[src/edf_pkg.sv]
// Shared codes and fixed field widths for the EDF periodic task scheduler.
// No dependencies.
`timescale 1ns / 1ps

package edf_pkg;

	// fixed port widths
	localparam int TASK_IDX_W  = 4;
	localparam int NUM_TASKS_W = 5;
	localparam int ADDR_W      = 3;
	localparam int REG_SEL_BIT = 2;

	// register selects (paddr[REG_SEL_BIT])
	localparam logic REG_NUM_TASKS = 1'b0;
	localparam logic REG_MAX_TICKS = 1'b1;

	// command codes
	localparam logic FN_LOAD = 1'b0;
	localparam logic FN_TICK = 1'b1;

	// result status codes
	localparam logic [1:0] ST_RAN  = 2'd0;
	localparam logic [1:0] ST_IDLE = 2'd1;
	localparam logic [1:0] ST_MISS = 2'd2;
	localparam logic [1:0] ST_HALT = 2'd3;

	localparam int MAX_TICKS_RST = 30;

endpackage

[src/edf_periodic_task_scheduler_core.sv]
// EDF periodic task scheduler: task tables, run state and the per-tick scan sequencer.
// Depends on edf_pkg.
`timescale 1ns / 1ps

// Channel   | Handshake                         | Payload
// ----------+-----------------------------------+---------------------------------------------
// command   | start, busy (transfer: start&!busy) | func, task_index, duration, rel_deadline, period
// result    | res_valid (one-cycle strobe)      | time_res, status, task_sel, remaining,
//           |                                   | abs_deadline, task_done
// config    | APB psel/penable/pwrite, pready=1 | paddr, pwdata, prdata
//
// A load transfer never raises busy. A tick on a halted or expired run reports status halted
// in the next cycle without raising busy. Any other tick holds busy while the scan reads each
// active task entry in turn (none when no task is active) through the single read port of the
// run-state memory, then drains the read stage and commits the chosen task; a missed deadline
// ends the scan early. The result strobe rises in the same cycle that busy drops.
// Reset clears all control state and the valid bits of the run state; tables are undefined
// until loaded. The receiver cannot stall: a result is presented for exactly one cycle.

module edf_periodic_task_scheduler_core #(
	parameter int MAX_TASKS = 16,
	parameter int TIME_BITS = 15
) (
	input  logic                           clk,
	input  logic                           arst_n,
	// config port
	input  logic                           psel,
	input  logic                           penable,
	input  logic                           pwrite,
	input  logic [edf_pkg::ADDR_W-1:0]     paddr,
	input  logic [31:0]                    pwdata,
	output logic [31:0]                    prdata,
	output logic                           pready,
	// command channel
	input  logic                           start,
	output logic                           busy,
	input  logic                           func,
	input  logic [edf_pkg::TASK_IDX_W-1:0] task_index,
	input  logic [TIME_BITS-1:0]           duration,
	input  logic [TIME_BITS-1:0]           rel_deadline,
	input  logic [TIME_BITS-1:0]           period,
	// result channel
	output logic                           res_valid,
	output logic [TIME_BITS-1:0]           time_res,
	output logic [1:0]                     status,
	output logic [edf_pkg::TASK_IDX_W-1:0] task_sel,
	output logic [TIME_BITS-1:0]           remaining,
	output logic [TIME_BITS:0]             abs_deadline,
	output logic                           task_done
);
	import edf_pkg::*;

	localparam int IDX_W = (MAX_TASKS > 1) ? $clog2(MAX_TASKS) : 1;
	localparam int CNT_W = $clog2(MAX_TASKS + 1);
	localparam int DL_W  = TIME_BITS + 1;

	localparam logic [1:0] S_IDLE   = 2'd0;
	localparam logic [1:0] S_SCAN   = 2'd1;
	localparam logic [1:0] S_FINISH = 2'd2;

	typedef struct packed {
		logic [TIME_BITS-1:0] dur;
		logic [TIME_BITS-1:0] reldl;
		logic [TIME_BITS-1:0] period;
	} task_cfg_t;

	typedef struct packed {
		logic [TIME_BITS-1:0] work;
		logic [DL_W-1:0]      dl;
		logic [DL_W-1:0]      rel;
	} run_ent_t;

	// memories
	task_cfg_t cfg_mem [MAX_TASKS];
	run_ent_t  run_mem [MAX_TASKS];
	logic [MAX_TASKS-1:0] run_vld_q;

	// control
	logic [1:0]             state_q;
	logic [NUM_TASKS_W-1:0] num_tasks_q;
	logic [TIME_BITS-1:0]   max_ticks_q;
	logic [TIME_BITS-1:0]   now_q;
	logic                   halted_q;
	logic [CNT_W-1:0]       n_q;
	logic [CNT_W-1:0]       rd_cnt_q;

	// read stage
	logic                   live_s1;
	logic [IDX_W-1:0]       idx_s1;
	logic                   vld_s1;
	run_ent_t               run_rd_s1;
	task_cfg_t              cfg_rd_s1;

	// best candidate so far
	logic                   best_vld_q;
	logic [IDX_W-1:0]       best_idx_q;
	run_ent_t               best_q;

	// result registers
	logic                   res_valid_q;
	logic [TIME_BITS-1:0]   time_res_q;
	logic [1:0]             status_q;
	logic [TASK_IDX_W-1:0]  task_sel_q;
	logic [TIME_BITS-1:0]   remaining_q;
	logic [DL_W-1:0]        abs_deadline_q;
	logic                   task_done_q;

	logic                   cfg_wr;
	logic                   accept;
	logic                   load_ok;
	logic                   run_over;
	logic [CNT_W-1:0]       n_clamp;
	logic                   issue;
	logic                   proc;
	run_ent_t               ent;
	logic [DL_W-1:0]        now_ext;
	logic                   miss;
	logic                   release_now;
	run_ent_t               rel_ent;
	logic                   better;
	logic [TIME_BITS-1:0]   best_dec;
	logic                   wr_en;
	logic [IDX_W-1:0]       wr_idx;
	run_ent_t               wr_data;

	// ---------------- config port ----------------
	assign pready = 1'b1;
	assign cfg_wr = psel & penable & pwrite & pready;

	always_comb begin
		unique case (paddr[REG_SEL_BIT])
			REG_NUM_TASKS: prdata = 32'(num_tasks_q);
			REG_MAX_TICKS: prdata = 32'(max_ticks_q);
			default:       prdata = '0;
		endcase
	end

	always_ff @(posedge clk or negedge arst_n) begin
		if (!arst_n) begin
			num_tasks_q <= '0;
			max_ticks_q <= TIME_BITS'(MAX_TICKS_RST);
		end else if (cfg_wr) begin
			unique case (paddr[REG_SEL_BIT])
				REG_NUM_TASKS: num_tasks_q <= pwdata[NUM_TASKS_W-1:0];
				REG_MAX_TICKS: max_ticks_q <= pwdata[TIME_BITS-1:0];
				default:       ;
			endcase
		end
	end

	// ---------------- command decode ----------------
	assign busy     = (state_q != S_IDLE);
	assign accept   = start & ~busy;
	assign load_ok  = (32'(task_index) < MAX_TASKS);
	assign run_over = halted_q | (now_q >= max_ticks_q);
	assign n_clamp  = (32'(num_tasks_q) > MAX_TASKS) ? CNT_W'(MAX_TASKS) : CNT_W'(num_tasks_q);

	// one entry read per cycle while the scan still has entries to fetch
	assign issue = (state_q == S_SCAN) && (rd_cnt_q < n_q);
	assign proc  = (state_q == S_SCAN) && live_s1;

	// ---------------- per-entry unit ----------------
	// miss check sees the state before release; candidate compare sees it after
	always_comb begin
		ent         = vld_s1 ? run_rd_s1 : '0;
		now_ext     = {1'b0, now_q};
		miss        = (ent.work != '0) && (now_ext >= ent.dl);
		release_now = (now_ext == ent.rel);
		rel_ent     = ent;
		if (release_now) begin
			rel_ent.work = cfg_rd_s1.dur;
			rel_ent.dl   = now_ext + {1'b0, cfg_rd_s1.reldl};
			rel_ent.rel  = ent.rel + {1'b0, cfg_rd_s1.period};
		end
		better   = (rel_ent.work != '0) && (!best_vld_q || (rel_ent.dl < best_q.dl));
		best_dec = best_q.work - TIME_BITS'(1);
	end

	// single write port: released entry during the scan, chosen task at the end
	always_comb begin
		wr_en   = 1'b0;
		wr_idx  = idx_s1;
		wr_data = rel_ent;
		if (state_q == S_FINISH) begin
			wr_en        = best_vld_q;
			wr_idx       = best_idx_q;
			wr_data      = best_q;
			wr_data.work = best_dec;
		end else if (proc && !miss && release_now) begin
			wr_en = 1'b1;
		end
	end

	// ---------------- memories ----------------
	always_ff @(posedge clk) begin
		if (accept && func == FN_LOAD && load_ok) begin
			cfg_mem[IDX_W'(task_index)] <= '{dur: duration, reldl: rel_deadline, period: period};
		end
		if (wr_en) begin
			run_mem[wr_idx] <= wr_data;
		end
		run_rd_s1 <= run_mem[rd_cnt_q[IDX_W-1:0]];
		cfg_rd_s1 <= cfg_mem[rd_cnt_q[IDX_W-1:0]];
		vld_s1    <= run_vld_q[rd_cnt_q[IDX_W-1:0]];
		idx_s1    <= rd_cnt_q[IDX_W-1:0];
	end

	always_ff @(posedge clk or negedge arst_n) begin
		if (!arst_n) begin
			run_vld_q <= '0;
		end else if (accept && func == FN_LOAD) begin
			run_vld_q <= '0;
		end else if (wr_en) begin
			run_vld_q[wr_idx] <= 1'b1;
		end
	end

	// ---------------- sequencer ----------------
	always_ff @(posedge clk or negedge arst_n) begin
		if (!arst_n) begin
			state_q    <= S_IDLE;
			now_q      <= '0;
			halted_q   <= 1'b0;
			n_q        <= '0;
			rd_cnt_q   <= '0;
			live_s1    <= 1'b0;
			best_vld_q <= 1'b0;
			best_idx_q <= '0;
			best_q     <= '0;
		end else begin
			live_s1 <= issue;
			if (issue) begin
				rd_cnt_q <= rd_cnt_q + CNT_W'(1);
			end
			unique case (state_q)
				S_IDLE: begin
					if (accept) begin
						if (func == FN_LOAD) begin
							now_q    <= '0;
							halted_q <= 1'b0;
						end else if (!run_over) begin
							n_q        <= n_clamp;
							rd_cnt_q   <= '0;
							best_vld_q <= 1'b0;
							state_q    <= (n_clamp == '0) ? S_FINISH : S_SCAN;
						end
					end
				end
				S_SCAN: begin
					if (proc && miss) begin
						halted_q <= 1'b1;
						state_q  <= S_IDLE;
					end else begin
						if (proc && better) begin
							best_vld_q <= 1'b1;
							best_idx_q <= idx_s1;
							best_q     <= rel_ent;
						end
						if (!issue) begin
							state_q <= S_FINISH;
						end
					end
				end
				S_FINISH: begin
					now_q   <= now_q + TIME_BITS'(1);
					state_q <= S_IDLE;
				end
				default: state_q <= S_IDLE;
			endcase
		end
	end

	// ---------------- result register ----------------
	always_ff @(posedge clk or negedge arst_n) begin
		if (!arst_n) begin
			res_valid_q <= 1'b0;
		end else begin
			res_valid_q <= (accept && func == FN_TICK && run_over)
				|| (proc && miss) || (state_q == S_FINISH);
		end
	end

	always_ff @(posedge clk) begin
		time_res_q     <= now_q;
		status_q       <= ST_HALT;
		task_sel_q     <= '0;
		remaining_q    <= '0;
		abs_deadline_q <= '0;
		task_done_q    <= 1'b0;
		if (proc && miss) begin
			status_q       <= ST_MISS;
			task_sel_q     <= TASK_IDX_W'(idx_s1);
			remaining_q    <= ent.work;
			abs_deadline_q <= ent.dl;
		end else if (state_q == S_FINISH) begin
			if (best_vld_q) begin
				status_q       <= ST_RAN;
				task_sel_q     <= TASK_IDX_W'(best_idx_q);
				remaining_q    <= best_dec;
				abs_deadline_q <= best_q.dl;
				task_done_q    <= (best_dec == '0);
			end else begin
				status_q <= ST_IDLE;
			end
		end
	end

	assign res_valid    = res_valid_q;
	assign time_res     = time_res_q;
	assign status       = status_q;
	assign task_sel     = task_sel_q;
	assign remaining    = remaining_q;
	assign abs_deadline = abs_deadline_q;
	assign task_done    = task_done_q;

endmodule

[config.mk]
export PLATFORM = sky130hd
export DESIGN_NAME = edf_periodic_task_scheduler_core
export DESIGN_NICKNAME = d
export VERILOG_FILES = /design/src/edf_pkg.sv /design/src/edf_periodic_task_scheduler_core.sv
export SDC_FILE = /design/constraint.sdc
export NUM_CORES = 2
export LEC_CHECK = 0
export BUFFER_PORTS_ARGS = -buffer_cell sky130_fd_sc_hd__buf_2
export CAP_MARGIN = 5
export CORE_MARGIN = 8
export CORE_UTILIZATION = 50
export DETAILED_ROUTE_END_ITERATION = 10
export PLACE_DENSITY = 0.69
export SYNTH_ARGS = -nofsm -noshare
export SYNTH_HDL_FRONTEND = slang
export SYNTH_SLANG_ARGS = --single-unit
[constraint.sdc]
create_clock -name clk -period 5.3 [get_ports clk]
set_clock_uncertainty 0.2 [all_clocks]
set_input_delay 1.06 -clock clk [delete_from_list [all_inputs] [get_ports clk]]
set_output_delay 1.06 -clock clk [all_outputs]
set_load 0.05 [all_outputs]
==> impl_results.md <==
- Outcome: finished, final reports clean
- Setup TNS: 0 ps
- Total GRT Usage: 0.2142
- Drt wl/cell: 28.38 um
- Total leakage power: 0.02604 uW
- Antenna-violating nets left: 0
- Crit-path slowest cell: nor4_4
- EDFF count, synth: 1472
- Final setup viols: 0
- Commonest non-fill, non-tap cells in the layout: edfxtp_1 (1472), mux4_2 (465), clkbuf_16 (177)
- Root Driver: clkbuf_16
- Global route overflow: 0
- Synth cell types: 70
- Post-layout total power: 43120 uW
- Vias: 33768
- Num rows: 135
- I/O Buffers: 141
- GP Congestion: 0.8333
- Largest net degree at the start of global routing: 132
- Slowest stage delay, CP: 790 ps
- H-Tree Depth: 4
- Post-Route WL: 158.4 mm
- Vias per cell: 6.051
- Async SR Flop Fraction: 0.06782
- Synthesized area per cell: 20.25 sq um
- Nets: 3818
- First-pass GRT wire length: 232.3 mm
- Core ar.: 135500 sq um
- FILL cells: 9862
- P per Cell Area: 555.2 nW/um^2
- Nature of the critical path endpoint: register
- CTS clk-pin slew, worst paths: 70 ps
- Die Area: 148400 sq um
- Die Width: 385.2 um
- Worst VDD drop: 0.0003523 V
- Number of global-route vias before repair: 34521
- CTS tree: built
- Final Critical Period: 5077 ps
- Clk sink count: 1740
- Clk buf depth: 3
- Hold_buf cts: 0
- Most common cell after layout, fill and taps aside: edfxtp_1
- Initial DRC count: 3400
- Mapped Cells: 3366
- Cts bufs inserted: 171
- Yosys warns: 0
- Highest clock rate: 197.0 MHz
- Kind of cell adding the most delay to the critical path: compound AO/OA/AOI/OAI gates
- Residual DRC: 0
- Worst Tran Pin Value: 1260 ps
- Min-Delay Path Class: in -> async
- Skew-Pair Late Insertion Delay: 800 ps
- Area grow syn2layout: 13.93%
- HPWL after detailed placement: 90.94 mm
- Share of cells above drive strength 1: 0.2968
- Top_reg_cell synth: edfxtp_1
- Cell mode on critical path: a21o_1
- Hold_ws: 185.2 ps
- Die Ht: 385.2 um
- Layout Utilization: 0.5733
- Fin. max-slew vios: 0
- Register area share after synthesis: 0.7358
- Critical path type: reg -> reg
- RSZ-0062 raised after global routing: false
- Initial Util: 0.5032
- Crit-path cells: a222oi_1, o2111ai_1, nor4_4, o21ai_0, ha_1, a21o_1, a21o_1, a221o_1, nand2_1, nand4_1, a211oi_2, a31oi_4, buf_12, mux2_4
- Worst Path Buf+Inv: 1
- Antenna violations before repair: 24
- Flops & latches, synth: 1740
- Max_cap viols: 0
- Boundary pin count: 179
- Max-slew headroom: 0.1513
- Non-filler instance count after layout: 5581
- Crit Path Max Fanout: 40
- Placed instance count: 5250
- Critical Path RT: 5760 ps
- Critical Path AT: 5530 ps
- Post-synthesis cell area: 68170 sq um
- Number of hold violations in the final report: 0
- Fraction of the cycle the final worst path needs: 0.9579
- CP startpoint kind: register
- Drt first pass iters: 6
cell type report:
cell class	count	area, sq um	area share
Sequential cell	1740	50180	0.6461
Multi-Input combinational cell	1404	17350	0.2234
Clock buffer	226	4753	0.06120
Tap cell	1781	2228	0.02869
Timing Repair Buffer	259	1973	0.02540
Clock inverter	92	902.1	0.01161
Inverter	66	247.7	0.003190
Antenna cell	13	32.53	0.0004188
through the flow:
step                worst slack (ps)  instance area (sq um)
floorplan                     -34.18                  68250
global placement               333.4                  71970
detailed placement             298.5                  71970
CTS                            261.8                  77620
global route                   1.411                  77640
finish                         222.9                  77670
repair_timing:
item | 4_1_cts | 5_1_grt
setup endpoints to repair | 0 | 45
setup buffers | 0 | 0
gates resized for setup | 0 | 2
kinds of logic after synthesis:
logic type | after synthesis | synth area share
DFF | 1740 | 0.7358
muxes | 569 | 0.1729
and+or+nand+nor | 408 | 0.02878
AOI/OAI and AO/OA | 281 | 0.02632
buffers and inverters | 238 | 0.01468
adders and majority gates | 85 | 0.01582
xor gates and xnor gates | 43 | 0.005525
other | 2 | 0.0001102
worst register-to-register path, cell delays in order, from the launching register on:
cell,delay [ps]
dfrtp_1,580
a222oi_1,470
o2111ai_1,250
nor4_4,790
o21ai_0,340
ha_1,360
a21o_1,160
a21o_1,160
a221o_1,340
nand2_1,90
nand4_1,120
a211oi_2,340
a31oi_4,80
buf_12,230
mux2_4,420
power by group:
group          internal [uW]  switching [uW]  total, uW
clock                   6980            5100      12100
sequential             18000             851      18900
combinational           4880            7260      12100
total                  29900           13200      43100
worst paths after layout:
kind                                from             end  slack, ps  cells after the start
worst min-delay path              arst_n  max_ticks_q[8]        190                      1
worst max register to register  now_q[2]      best_q[36]        220                     14
worst max-delay path            now_q[2]      best_q[36]        220                     14
worst min register to register  halted_q        halted_q        280                      1
min in group clk                halted_q        halted_q        280                      1
max in group asynchronous         arst_n      best_q[11]       3690                      2
synthesized netlist by cell type, types with 6 or more instances:
library cell	instances	share of area
o31ai_1	6	0.00066
nor3_1	22	0.0016
o21a_1	22	0.0024
mux2i_1	20	0.0029
mux2_2	39	0.0064
buf_4	18	0.0020
dfrtp_1	114	0.042
o21ai_0	86	0.0063
ha_1	83	0.015
nor3b_1	7	0.00077
xnor2_1	25	0.0032
mux4_2	465	0.15
edfxtp_1	1472	0.65
inv_1	66	0.0036
a22o_1	6	0.00077
o32ai_1	14	0.0018
nand3_1	27	0.0020
mux2_4	45	0.0099
or3_1	8	0.00073
a31oi_1	14	0.0013
a21o_1	23	0.0025
dfxtp_1	150	0.044
o211ai_1	6	0.00066
xor2_1	18	0.0023
nand2_1	109	0.0060
nand4_1	14	0.0013
nor2b_1	10	0.00092
o22ai_1	6	0.00055
clkbuf_1	111	0.0061
buf_1	36	0.0020
a21oi_1	64	0.0047
nor4_1	12	0.0011
a211oi_1	7	0.00077
and2_1	25	0.0023
nor2_1	127	0.0070
nand2b_1	16	0.0015
per-layer routing:
metal | vias to the layer above | wire length [um] | global-route usage
met3 | 290 | 14130 | 0.05160
met5 | - | 107 | 0
met1 | 17776 | 64390 | 0.2981
li1 | 14291 | - | -
met2 | 1395 | 75270 | 0.3370
met4 | 16 | 4487 | 0.06898
sequential cells by signal, summed over array words and instances, names as in the netlist, 4 cells and up:
| name | flops |
|---|---|
| num_tasks_q | 5 |
| abs_deadline | 16 |
| max_ticks_q | 15 |
| cfg_mem | 720 |
| best_idx_q | 4 |
| idx_s1 | 4 |
| cfg_rd_s1 | 45 |
| task_sel | 4 |
| rd_cnt_q | 5 |
| now_q | 15 |
| run_vld_q | 16 |
| run_mem | 752 |
| run_rd_s1 | 47 |
| time_res | 15 |
| best_q | 47 |
| n_q | 5 |
| remaining | 15 |
Note: power is estimated with default switching activity, not from simulation.
